--- src/sv/tsdr_pkg.sv ---
// shared types and constants for the thick segment disc rasterizer
package tsdr_pkg;
	localparam int CANVAS_WIDTH = 320;
	localparam int CANVAS_HEIGHT = 220;
	localparam int DEPTH = CANVAS_WIDTH * CANVAS_HEIGHT;
	localparam int AW = $clog2(DEPTH);
	localparam logic [9:0] ORIGIN_X_RESET = 10'd24;
	localparam logic [9:0] ORIGIN_Y_RESET = 10'd114;

	typedef enum logic [2:0] {
		REQ_SEGMENT = 3'd0,
		REQ_DISC    = 3'd1,
		REQ_ERASE   = 3'd2,
		REQ_CLEAR   = 3'd3,
		REQ_READ    = 3'd4
	} req_t;

	typedef enum logic [0:0] {
		REG_ORIGIN_X = 1'b0,
		REG_ORIGIN_Y = 1'b1
	} reg_t;

	// one pixel write request from the walker to the merge stage
	typedef struct packed {
		logic          valid;
		logic          erase;
		logic [AW-1:0] addr;
	} pix_req_t;

	function automatic logic [15:0] merge_max(input logic [15:0] d, input logic [15:0] s);
		logic [4:0] r;
		logic [5:0] g;
		logic [4:0] b;
		r = (d[15:11] > s[15:11]) ? d[15:11] : s[15:11];
		g = (d[10:5] > s[10:5]) ? d[10:5] : s[10:5];
		b = (d[4:0] > s[4:0]) ? d[4:0] : s[4:0];
		return {r, g, b};
	endfunction
endpackage

--- src/sv/tsdr_walker.sv ---
// command sequencer: clear sweep, segment stepping, disc scanning and the read point address
module tsdr_walker (
	input  logic                    clk,
	input  logic                    arst_n,
	input  logic                    start,
	input  tsdr_pkg::req_t          req_type,
	input  logic signed [10:0]      sx,
	input  logic signed [10:0]      sy,
	input  logic signed [10:0]      ex,
	input  logic signed [10:0]      ey,
	input  logic [4:0]              radius,
	input  logic [9:0]              org_x,
	input  logic [9:0]              org_y,
	output tsdr_pkg::pix_req_t      pix,
	output logic [tsdr_pkg::AW-1:0] rd_addr,
	output logic                    rd_in,
	output logic                    done
);
	typedef enum logic [2:0] {
		ST_IDLE, ST_CLEAR, ST_DIV, ST_DISC, ST_NEXT, ST_DONE
	} wst_t;

	wst_t st_q, st_d;
	logic [tsdr_pkg::AW-1:0] clr_q;
	logic seg_q, erase_q, final_q;
	logic signed [11:0] dx_q, dy_q;
	logic [10:0] steps_q, s_q;
	logic [11:0] s_nxt;
	logic [4:0] stride;
	// stamp centre
	logic signed [11:0] cx_q, cy_q;
	logic signed [5:0] ox_q, oy_q;
	// divider for dx*s/steps and dy*s/steps, one bit a cycle
	logic [22:0] pmag_q, qx_q;
	logic [10:0] rem_q;
	logic [4:0] dcnt_q;
	logic axis_q;
	logic neg_q;
	logic [22:0] qx_val_q;
	logic [11:0] rem_sh;
	logic signed [12:0] pxs, pys, ccx, ccy;
	logic on_canvas;
	logic [10:0] rr;
	logic [11:0] d2;
	logic [9:0] ax, ay;
	logic signed [11:0] adx, ady;
	logic [22:0] prod;
	logic signed [12:0] qs;

	assign stride = (radius[4:1] > 4'd1) ? {1'b0, radius[4:1]} : 5'd1;
	// next stamp step, one bit wider so it cannot wrap past steps
	assign s_nxt = {1'b0, s_q} + {7'd0, stride};

	assign ax = ox_q[5] ? 10'(-ox_q) : 10'(ox_q);
	assign ay = oy_q[5] ? 10'(-oy_q) : 10'(oy_q);
	assign rr = {6'd0, radius} * {6'd0, radius};
	assign d2 = {2'd0, ax} * {2'd0, ax} + {2'd0, ay} * {2'd0, ay};
	assign pxs = 13'(cx_q) + 13'(ox_q);
	assign pys = 13'(cy_q) + 13'(oy_q);
	assign ccx = pxs - 13'(org_x);
	assign ccy = pys - 13'(org_y);
	assign on_canvas = ccx >= 0 && ccy >= 0 && ccx < 13'(tsdr_pkg::CANVAS_WIDTH)
		&& ccy < 13'(tsdr_pkg::CANVAS_HEIGHT);

	// read point location
	logic signed [12:0] rx, ry;
	assign rx = 13'(sx) - 13'(org_x);
	assign ry = 13'(sy) - 13'(org_y);
	assign rd_in = rx >= 0 && ry >= 0 && rx < 13'(tsdr_pkg::CANVAS_WIDTH)
		&& ry < 13'(tsdr_pkg::CANVAS_HEIGHT);
	assign rd_addr = tsdr_pkg::AW'(ry[9:0] * tsdr_pkg::CANVAS_WIDTH) + tsdr_pkg::AW'(rx[9:0]);

	assign adx = 12'(ex) - 12'(sx);
	assign ady = 12'(ey) - 12'(sy);
	assign prod = (axis_q ? (dy_q[11] ? 12'(-dy_q) : dy_q) : (dx_q[11] ? 12'(-dx_q) : dx_q))
		* s_q;
	assign rem_sh = {rem_q, pmag_q[22]};
	assign qs = neg_q ? -13'(qx_val_q) : 13'(qx_val_q);

	always_comb begin
		st_d = st_q;
		pix = '0;
		pix.erase = erase_q;
		pix.addr = tsdr_pkg::AW'(ccy[9:0] * tsdr_pkg::CANVAS_WIDTH) + tsdr_pkg::AW'(ccx[9:0]);
		done = 1'b0;
		case (st_q)
			ST_IDLE: ;
			ST_CLEAR: begin
				pix.valid = 1'b1;
				pix.erase = 1'b1;
				pix.addr = clr_q;
				if (clr_q == tsdr_pkg::AW'(tsdr_pkg::DEPTH - 1)) st_d = ST_DONE;
			end
			ST_DIV: if (dcnt_q == 5'd23 && axis_q) st_d = ST_DISC;
			ST_DISC: begin
				pix.valid = on_canvas && d2 <= 12'(rr);
				if (ox_q == 6'(radius) && oy_q == 6'(radius)) st_d = ST_NEXT;
			end
			ST_NEXT: st_d = ST_DONE;
			ST_DONE: begin
				done = 1'b1;
				st_d = ST_IDLE;
			end
			default: st_d = ST_IDLE;
		endcase
	end

	always_ff @(posedge clk or negedge arst_n) begin
		if (!arst_n) st_q <= ST_IDLE;
		else if (start) begin
			case (req_type)
				tsdr_pkg::REQ_CLEAR: st_q <= ST_CLEAR;
				tsdr_pkg::REQ_SEGMENT: st_q <= (adx == 0 && ady == 0) ? ST_DISC : ST_DIV;
				tsdr_pkg::REQ_DISC, tsdr_pkg::REQ_ERASE: st_q <= ST_DISC;
				default: st_q <= ST_DONE;
			endcase
		end else if (st_q == ST_NEXT && seg_q && !final_q) begin
			st_q <= (s_nxt > {1'b0, steps_q}) ? ST_DISC : ST_DIV;
		end else st_q <= st_d;
	end

	always_ff @(posedge clk) begin
		if (start) begin
			clr_q <= '0;
			seg_q <= req_type == tsdr_pkg::REQ_SEGMENT && !(adx == 0 && ady == 0);
			erase_q <= req_type == tsdr_pkg::REQ_ERASE;
			final_q <= 1'b0;
			dx_q <= adx;
			dy_q <= ady;
			steps_q <= 11'((adx[11] ? -adx : adx) > (ady[11] ? -ady : ady)
				? (adx[11] ? -adx : adx) : (ady[11] ? -ady : ady));
			s_q <= '0;
			cx_q <= 12'(sx);
			cy_q <= 12'(sy);
			ox_q <= -6'(radius);
			oy_q <= -6'(radius);
			dcnt_q <= '0;
			axis_q <= 1'b0;
			rem_q <= '0;
		end else begin
			case (st_q)
				ST_CLEAR: clr_q <= clr_q + 1'b1;
				ST_DIV: begin
					if (dcnt_q == 5'd0) begin
						pmag_q <= prod;
						neg_q <= axis_q ? dy_q[11] : dx_q[11];
						rem_q <= '0;
						dcnt_q <= 5'd1;
					end else begin
						pmag_q <= {pmag_q[21:0], 1'b0};
						if (rem_sh >= 12'(steps_q)) begin
							rem_q <= 11'(rem_sh - 12'(steps_q));
							qx_q <= {qx_q[21:0], 1'b1};
						end else begin
							rem_q <= rem_sh[10:0];
							qx_q <= {qx_q[21:0], 1'b0};
						end
						if (dcnt_q == 5'd23) begin
							dcnt_q <= '0;
							axis_q <= !axis_q;
						end else dcnt_q <= dcnt_q + 1'b1;
					end
				end
				ST_DISC: begin
					if (ox_q == 6'(radius)) begin
						ox_q <= -6'(radius);
						oy_q <= oy_q + 1'b1;
					end else ox_q <= ox_q + 1'b1;
				end
				ST_NEXT: begin
					ox_q <= -6'(radius);
					oy_q <= -6'(radius);
					if (seg_q && !final_q) begin
						if (s_nxt > {1'b0, steps_q}) begin
							final_q <= 1'b1;
							cx_q <= 12'(ex);
							cy_q <= 12'(ey);
						end
						s_q <= s_nxt[10:0];
					end
				end
				default: ;
			endcase
			// quotient lands after the last step of each axis
			if (st_q == ST_DIV && dcnt_q == 5'd23) begin
				if (!axis_q) cx_q <= 12'(sx) + 12'(qs);
				else cy_q <= 12'(sy) + 12'(qs);
			end
		end
	end

	assign qx_val_q = {qx_q[21:0], (rem_sh >= 12'(steps_q))};
endmodule

--- config.mk ---
export PLATFORM = sky130hd
export DESIGN_NAME = tsdr_walker
export DESIGN_NICKNAME = d
export VERILOG_FILES = /design/src/sv/tsdr_pkg.sv /design/src/sv/tsdr_walker.sv
export SDC_FILE = /design/constraint.sdc
export NUM_CORES = 1
export LEC_CHECK = 0
export ABC_CLOCK_PERIOD_IN_PS = 17490
export BUFFER_PORTS_ARGS = -buffer_cell sky130_fd_sc_hd__buf_4
export CAP_MARGIN = 15
export CORE_MARGIN = 1
export CORE_UTILIZATION = 60
export DETAILED_ROUTE_END_ITERATION = 8
export PLACE_DENSITY = 0.81
export SYNTH_ARGS = -nofsm -noshare
export SYNTH_HDL_FRONTEND = slang
export SYNTH_SLANG_ARGS = --single-unit
--- constraint.sdc ---
create_clock -name clk -period 17.49 [get_ports clk]
set_input_delay 0.8745 -clock clk [delete_from_list [all_inputs] [get_ports clk]]
set_output_delay 0.8745 -clock clk [all_outputs]
set_load 0.02 [all_outputs]
==> impl_metrics.yaml, run 1 <==
finish:
  post-route-util_pct: 66.3
  multi_input_area_um2: 17800
  area_growth_pct: 9.14
  drive_gt1_share_pct: 7.04
  fin_cells: 3391
  nets: 3439
  final_area_um2: 25600
  fillers: 3163
  seqCellArea_um2: 4000
clocking:
  cts_inserted_buffers: 17
  cts_tree: "built"
  insertion_delay_ns: 0.47
  clock_sinks: 157
  postCtsSetupRepairBufs: 0
  clkTransAtPathRegs_ns: 0.07
  ctsResizeCount: 0
  holdBufCountCts: 0
  clock_path_buffers: 2
  root_buffer: "clkbuf_16"
  h-tree-depth: 4
routing:
  drcViolationCount: 0
  dr.first_iter.drc_count: 1241
  num_vias: 19900
  firstDrtPassIters: 5
  via_per_inst: 5.87
  ant_nets: 0
  avgRoutedWirePerCell_um: 18.5
  wl_mm: 62.7
setup_path:
  rr_endpoint: "pmag_q[22]$_DFFE_PP_"
  critPathMaxStageDelay_ns: 0.56
  arrival_ns: 9.61
  reg2reg_from: "dx_q[0]$_DFFE_PP_"
  ff2ff_setup_slack_ns: 9.94
  path_class: "reg -> out"
  cp_slowest_cell: "edfxtp_1"
  rr_worst_depth: 24
  end_kind: "primary output"
  crit_fanout: 10
  startpoint: "oy_q[0]$_DFFE_PP_"
  cp_common_cell: "fa_1"
  critPathCapture: "pix[18]"
  required_ns: 16.62
  critPathLaunchType: "flip-flop"
die:
  dieArea_um2: 39900
  start_util_pct: 60.7
  core_um2: 38600
  die_h_um: 200
  die_x_um: 200
  num_io_pins: 113
  num_rows: 72
sta:
  clock_skew_ns: 0.0142
  rsz0062_at_grt: "false"
  slew_violations: 0
  hold_viol_final: 0
  relSlewSlack_pct: 17.7
  fmax_ghz: 0.0954
  period_minus_slack_ns: 10.49
  setup_viol: 0
  tns_ns: 0
  fin_crit_sh_pct: 60.0
  tightest_slew_ns: 1.21
logic_synthesis:
  ys_types: 84
  synth_cells: 2744
  ys_warn_count: 0
  synthArstFlopShare_pct: 1.91
  ys.flop_type: "edfxtp_1"
  yosysSeqAreaShare_pct: 17.0
  synth_enable_flop_cells: 84
  syn_area_um2: 23500
  syn_area_per_cell_um2: 8.55
  yosys_register_bits: 157
place:
  place_inst: 3355
  place_congestion: 0.968
  dp_hpwl_mm: 51.8
  dpl_cell_area_um2: 25000
  portBuffers: 112
global_routing:
  grt_overflow: 0
  grt_max_degree: 72
  grt_pass1_wl_mm: 101
  antenna_found_initial: 2
  grt_use_total_pct: 32.7
  grt_pass1_vias: 20200
status:
  status: "finished, final reports clean"
run:
  cap_violations: 0
worst_hold_path:
  min_path_type: "in -> async"
-- sequential cells by signal (all words and copies together), names as in the netlist, 12 cells and up --
signal  cells
dy_q       12
cy_q       12
pmag_q     23
dx_q       12
clr_q      17
cx_q       12
-- how the worst min path moves through the flow --
stage                            from                endpoint
2_1_floorplan  rem_q[10]$_SDFFE_PP0N_  rem_q[10]$_SDFFE_PP0N_
3_3_place_gp   rem_q[10]$_SDFFE_PP0N_  rem_q[10]$_SDFFE_PP0N_
3_5_place_dp   rem_q[10]$_SDFFE_PP0N_  rem_q[10]$_SDFFE_PP0N_
4_1_cts                        arst_n     st_q[2]$_DFFE_PN0P_
5_1_grt                        arst_n     st_q[2]$_DFFE_PN0P_
6_report                       arst_n     st_q[2]$_DFFE_PN0P_
-- worst max-delay path: cells and delay by family (launching register included) --
kind | cells | cell delay, ns
adder cells (fa/ha/maj) | 10 | 4.32
AO/OA/AOI/OAI | 6 | 1.67
AND/OR/NAND/NOR | 5 | 1.59
flip-flops | 1 | 0.56
XOR/XNOR | 2 | 0.55
buffers and inverters | 5 | 0.46
-- routing by layer --
metal | GRT usage, % | vias to the layer above | part of all wire (%)
li1 | - | 9422 | -
met1 | 40.1 | 9538 | 41
met2 | 54.7 | 731 | 47
met3 | 4.07 | 205 | 6.3
met4 | 21.2 | 0 | 6.4
met5 | 0 | - | 0
-- synthesized netlist by cell type, types with 5 or more instances --
library cell,number,area [µm²]
nand3_1,41,205
xor2_1,103,902
inv_1,418,1570
xnor2_1,130,1140
fa_1,198,3960
a31o_2,6,52.6
nand2_1,260,976
nand2b_1,30,188
nand4_1,21,131
a21oi_1,103,515
and2_1,64,400
o31a_1,7,61.3
or4_1,5,37.5
o31ai_1,22,165
nor3b_1,9,67.6
o21bai_1,11,82.6
clkbuf_1,80,300
a221oi_1,20,175
a21o_1,42,315
a21boi_0,7,52.6
ha_1,309,3870
a31oi_1,12,75.1
o2111ai_1,9,78.8
a211oi_1,20,150
a2111oi_0,7,61.3
o21ai_0,114,571
or3_1,30,188
edfxtp_1,84,2520
nor2_1,158,593
nor2b_1,44,275
mux2_2,9,101
o22ai_1,5,31.3
and3_1,23,144
mux2i_1,45,450
or2_2,9,56.3
o211ai_1,9,67.6
nor4_1,10,62.6
nand3b_1,8,60.1
o21a_1,33,248
nor3_1,79,395
dfxtp_1,70,1400
-- final cells by class --
| cell class | instances | share of cell area, % |
|---|---|---|
| repair buffers | 129 | 3.78 |
| multi-input cells | 2134 | 69.5 |
| inverters | 418 | 6.12 |
| flip-flops and latches | 157 | 15.6 |
| well taps | 518 | 2.53 |
| diodes | 3 | 0.0293 |
| clock inverters | 12 | 0.562 |
| clock buffers | 20 | 1.91 |
-- logic make-up after synthesis --
kind of cell | share of synthesized area (%)
AOI/OAI and AO/OA | 13.4
muxes | 2.40
DFF | 17.0
adders and majority gates | 33.4
xor gates and xnor gates | 8.89
buffers and inverters | 8.11
and+or+nand+nor | 16.8
other | 0.0320
-- cell usage in the layout (no fill, tap or decap), types with 7 or more instances in the layout --
master and count:
nor3b_1 9, nand2_1 260, o21bai_1 11, nor2b_1 43, nand2b_1 30, xor2_1 103
nand4_1 21, nor3_1 79, o31ai_1 21, a211oi_1 20, a21boi_0 7, clkbuf_16 19
a21o_1 42, dfxtp_1 70, or2_2 9, a31oi_1 12, buf_4 129, nand3_1 41
nand3b_1 8, and2_1 64, xnor2_1 130, inv_1 418, o31a_1 7, a221oi_1 20
mux2_2 9, conb_1 55, and3_1 23, o21a_1 33, edfxtp_1 84, nor4_1 10
fa_1 198, o211ai_1 9, a21oi_1 103, mux2i_1 45, o2111ai_1 9, ha_1 309
o21ai_0 113, nor2_1 157, or3_1 30
-- per-stage QoR --
stage,hold WS (ns),worst slack [ns]
4_1_cts,0.166,7.15
6_report,0.179,7.00
3_3_place_gp,0.456,7.91
3_5_place_dp,0.463,7.69
2_1_floorplan,0.437,8.44
5_1_grt,0.172,6.60
Power of run 1 is left out: the tool's default activity adds up to more than one toggle a clock period on the data nets, which glitch-free logic cannot reach.
==> inputs of run 2 (changes only) <==
--- a/config.mk
+++ b/config.mk
@@ -5,7 +5,7 @@
 export SDC_FILE = /design/constraint.sdc
 export NUM_CORES = 1
 export LEC_CHECK = 0
-export ABC_CLOCK_PERIOD_IN_PS = 17490
+export ABC_CLOCK_PERIOD_IN_PS = 10200
 export BUFFER_PORTS_ARGS = -buffer_cell sky130_fd_sc_hd__buf_4
 export CAP_MARGIN = 15
 export CORE_MARGIN = 1
==> constraint.sdc (replaced) <==
create_clock -name clk -period 10.2 [get_ports clk]
set_input_delay 0.51 -clock clk [delete_from_list [all_inputs] [get_ports clk]]
set_output_delay 0.51 -clock clk [all_outputs]
set_load 0.02 [all_outputs]
==> run 2 against run 1 <==
Critical path type unchanged. Worst hold slack better by 0.15 ns. Critical path depth unchanged. Register-to-register slack worse by 7.6 ns. Clock skew about the same. Cell count up 0.18%. Clock-buffer cell count unchanged.
==> impl_metrics.yaml, run 2 (synthesis results as in run 1) <==
sta:
  period_minus_slack_ns: 9.68
  fin_crit_sh_pct: 94.9
  tns_ns: 0
  setup_viol: 0
  fmax_ghz: 0.103
  slew_violations: 0
  hold_ws_ns: 0.328
  tightest_slew_ns: 1.09
  hold_viol_final: 0
  clock_skew_ns: 0.0138
  relSlewSlack_pct: 25.1
  setup_slack_ns: 0.522
finish:
  nets: 3447
  largest_reg_flops: 23
  reg_top3: "pmag_q: 23 flops, clr_q: 17 flops"
  final_common_cell: "inv_1"
  final_area_um2: 25700
  drive_gt1_share_pct: 7.44
  final_cell_mix: "417 x inv_1, 309 x ha_1, 260 x nand2_1"
  fillers: 3172
  area_growth_pct: 9.35
  top_register: "pmag_q"
setup_path:
  crit_fanout: 6
  rr_endpoint: "pmag_q[22]$_DFFE_PP_"
  critical_path_cell_count: 28
  cp_slowest_cell: "fa_1"
  rr_worst_depth: 24
  ff2ff_setup_slack_ns: 2.35
  critPathCapture: "pix[18]"
  reg2reg_from: "dy_q[3]$_DFFE_PP_"
  startpoint: "oy_q[0]$_DFFE_PP_"
  cp_common_cell: "fa_1"
  critPathMaxStageDelay_ns: 0.54
  end_kind: "primary output"
  arrival_ns: 9.17
  required_ns: 9.69
  critPathLaunchType: "flip-flop"
  crit_buf_inv: 5
  path_delay_family: "adder cells"
  path_class: "reg -> out"
die:
  dieArea_um2: 39900
  die_x_um: 200
  num_rows: 72
  die_h_um: 200
  start_util_pct: 60.7
  core_um2: 38600
  num_io_pins: 113
clocking:
  cts_inserted_buffers: 17
  root_buffer: "clkbuf_16"
  insertion_delay_ns: 0.46
  cts_tree: "built"
  clock_path_buffers: 2
  clock_sinks: 157
  clkTransAtPathRegs_ns: 0.07
  h-tree-depth: 4
routing:
  firstDrtPassIters: 5
  drcViolationCount: 0
  wl_mm: 61.8
  via_per_inst: 5.86
  ant_nets: 0
  num_vias: 19900
  dr.first_iter.drc_count: 1238
  avgRoutedWirePerCell_um: 18.2
worst_hold_path:
  min_path_type: "in -> reg"
  worstHoldPathCells: 2
global_routing:
  grt_pass1_vias: 20000
  grt_use_total_pct: 32.4
  antenna_found_initial: 1
  grt_pass1_wl_mm: 101
  grt_overflow: 0
  grt_max_degree: 72
place:
  dpl_cell_area_um2: 25000
  portBuffers: 112
  pre_cts_slack_ns: 0.723
  dp_hpwl_mm: 51.0
  place_congestion: 0.989
run:
  cap_violations: 0
status:
  status: "finished, final reports clean"
[run 2: changes by cell type in the layout (fill, tap and decap cells not counted), moves of 2 or more]
cell,change
xnor2_1,-3
diode_2,-2
clkinvlp_4,+2
buf_4,+7
xnor2_2,+3
[run 2: worst min path at each step]
stage	startpoint	end	slack [ns]
6_report	sx[3]	cx_q[3]$_DFF_P_	0.33
4_1_cts	sx[3]	cx_q[3]$_DFF_P_	0.31
3_5_place_dp	arst_n	st_q[1]$_DFFE_PN0P_	0.30
3_3_place_gp	arst_n	st_q[0]$_DFFE_PN0P_	0.30
2_1_floorplan	arst_n	st_q[0]$_DFFE_PN0P_	0.21
5_1_grt	sx[3]	cx_q[3]$_DFF_P_	0.32
[run 2: area by class of cell]
class	count	area (µm²)	share of cell area, %
clock buffers	20	468	1.82
clock inverters	12	120	0.468
flip-flops and latches	157	4000	15.6
multi-input cells	2134	17800	69.5
diodes	1	2.50	0.00975
inverters	418	1570	6.13
well taps	518	648	2.52
repair buffers	137	1030	4.02
[run 2: stage by stage]
| step | util, % | std cells |
|---|---|---|
| after global routing | 66.4 | 3396 |
| after floorplan | - | 2797 |
| after global placement | 64.6 | 3356 |
| after detailed placement | 64.6 | 3356 |
| final | 66.4 | 3397 |
| after CTS | 66.2 | 3389 |
[run 2: worst register-to-register path, delay by kind of cell (launching register included)]
| kind | cells | cell delay [ns] |
|---|---|---|
| DFF | 1 | 0.43 |
| xor gates and xnor gates | 2 | 0.25 |
| adders and majority gates | 6 | 2.97 |
| and+or+nand+nor | 8 | 1.71 |
| AOI/OAI and AO/OA | 4 | 1.18 |
| muxes | 1 | 0.85 |
| buffers and inverters | 3 | 0.16 |
[run 2: per-layer routing]
layer | vias up | wire, µm | global-route usage (%)
li1 | 9439 | - | -
met1 | 9662 | 25600 | 40.7
met2 | 671 | 30000 | 55.4
met3 | 132 | 3620 | 3.80
met4 | 0 | 2610 | 15.4
met5 | - | 0 | 0
[run 2: what timing repair did]
item,4_1_cts,5_1_grt
resized for setup,0,7
hold buffers,1,0
hold endpoints to repair,3,0
setup buffers,0,6
endpoints found under the setup margin,0,1
Power of run 2 is left out for the same reason.
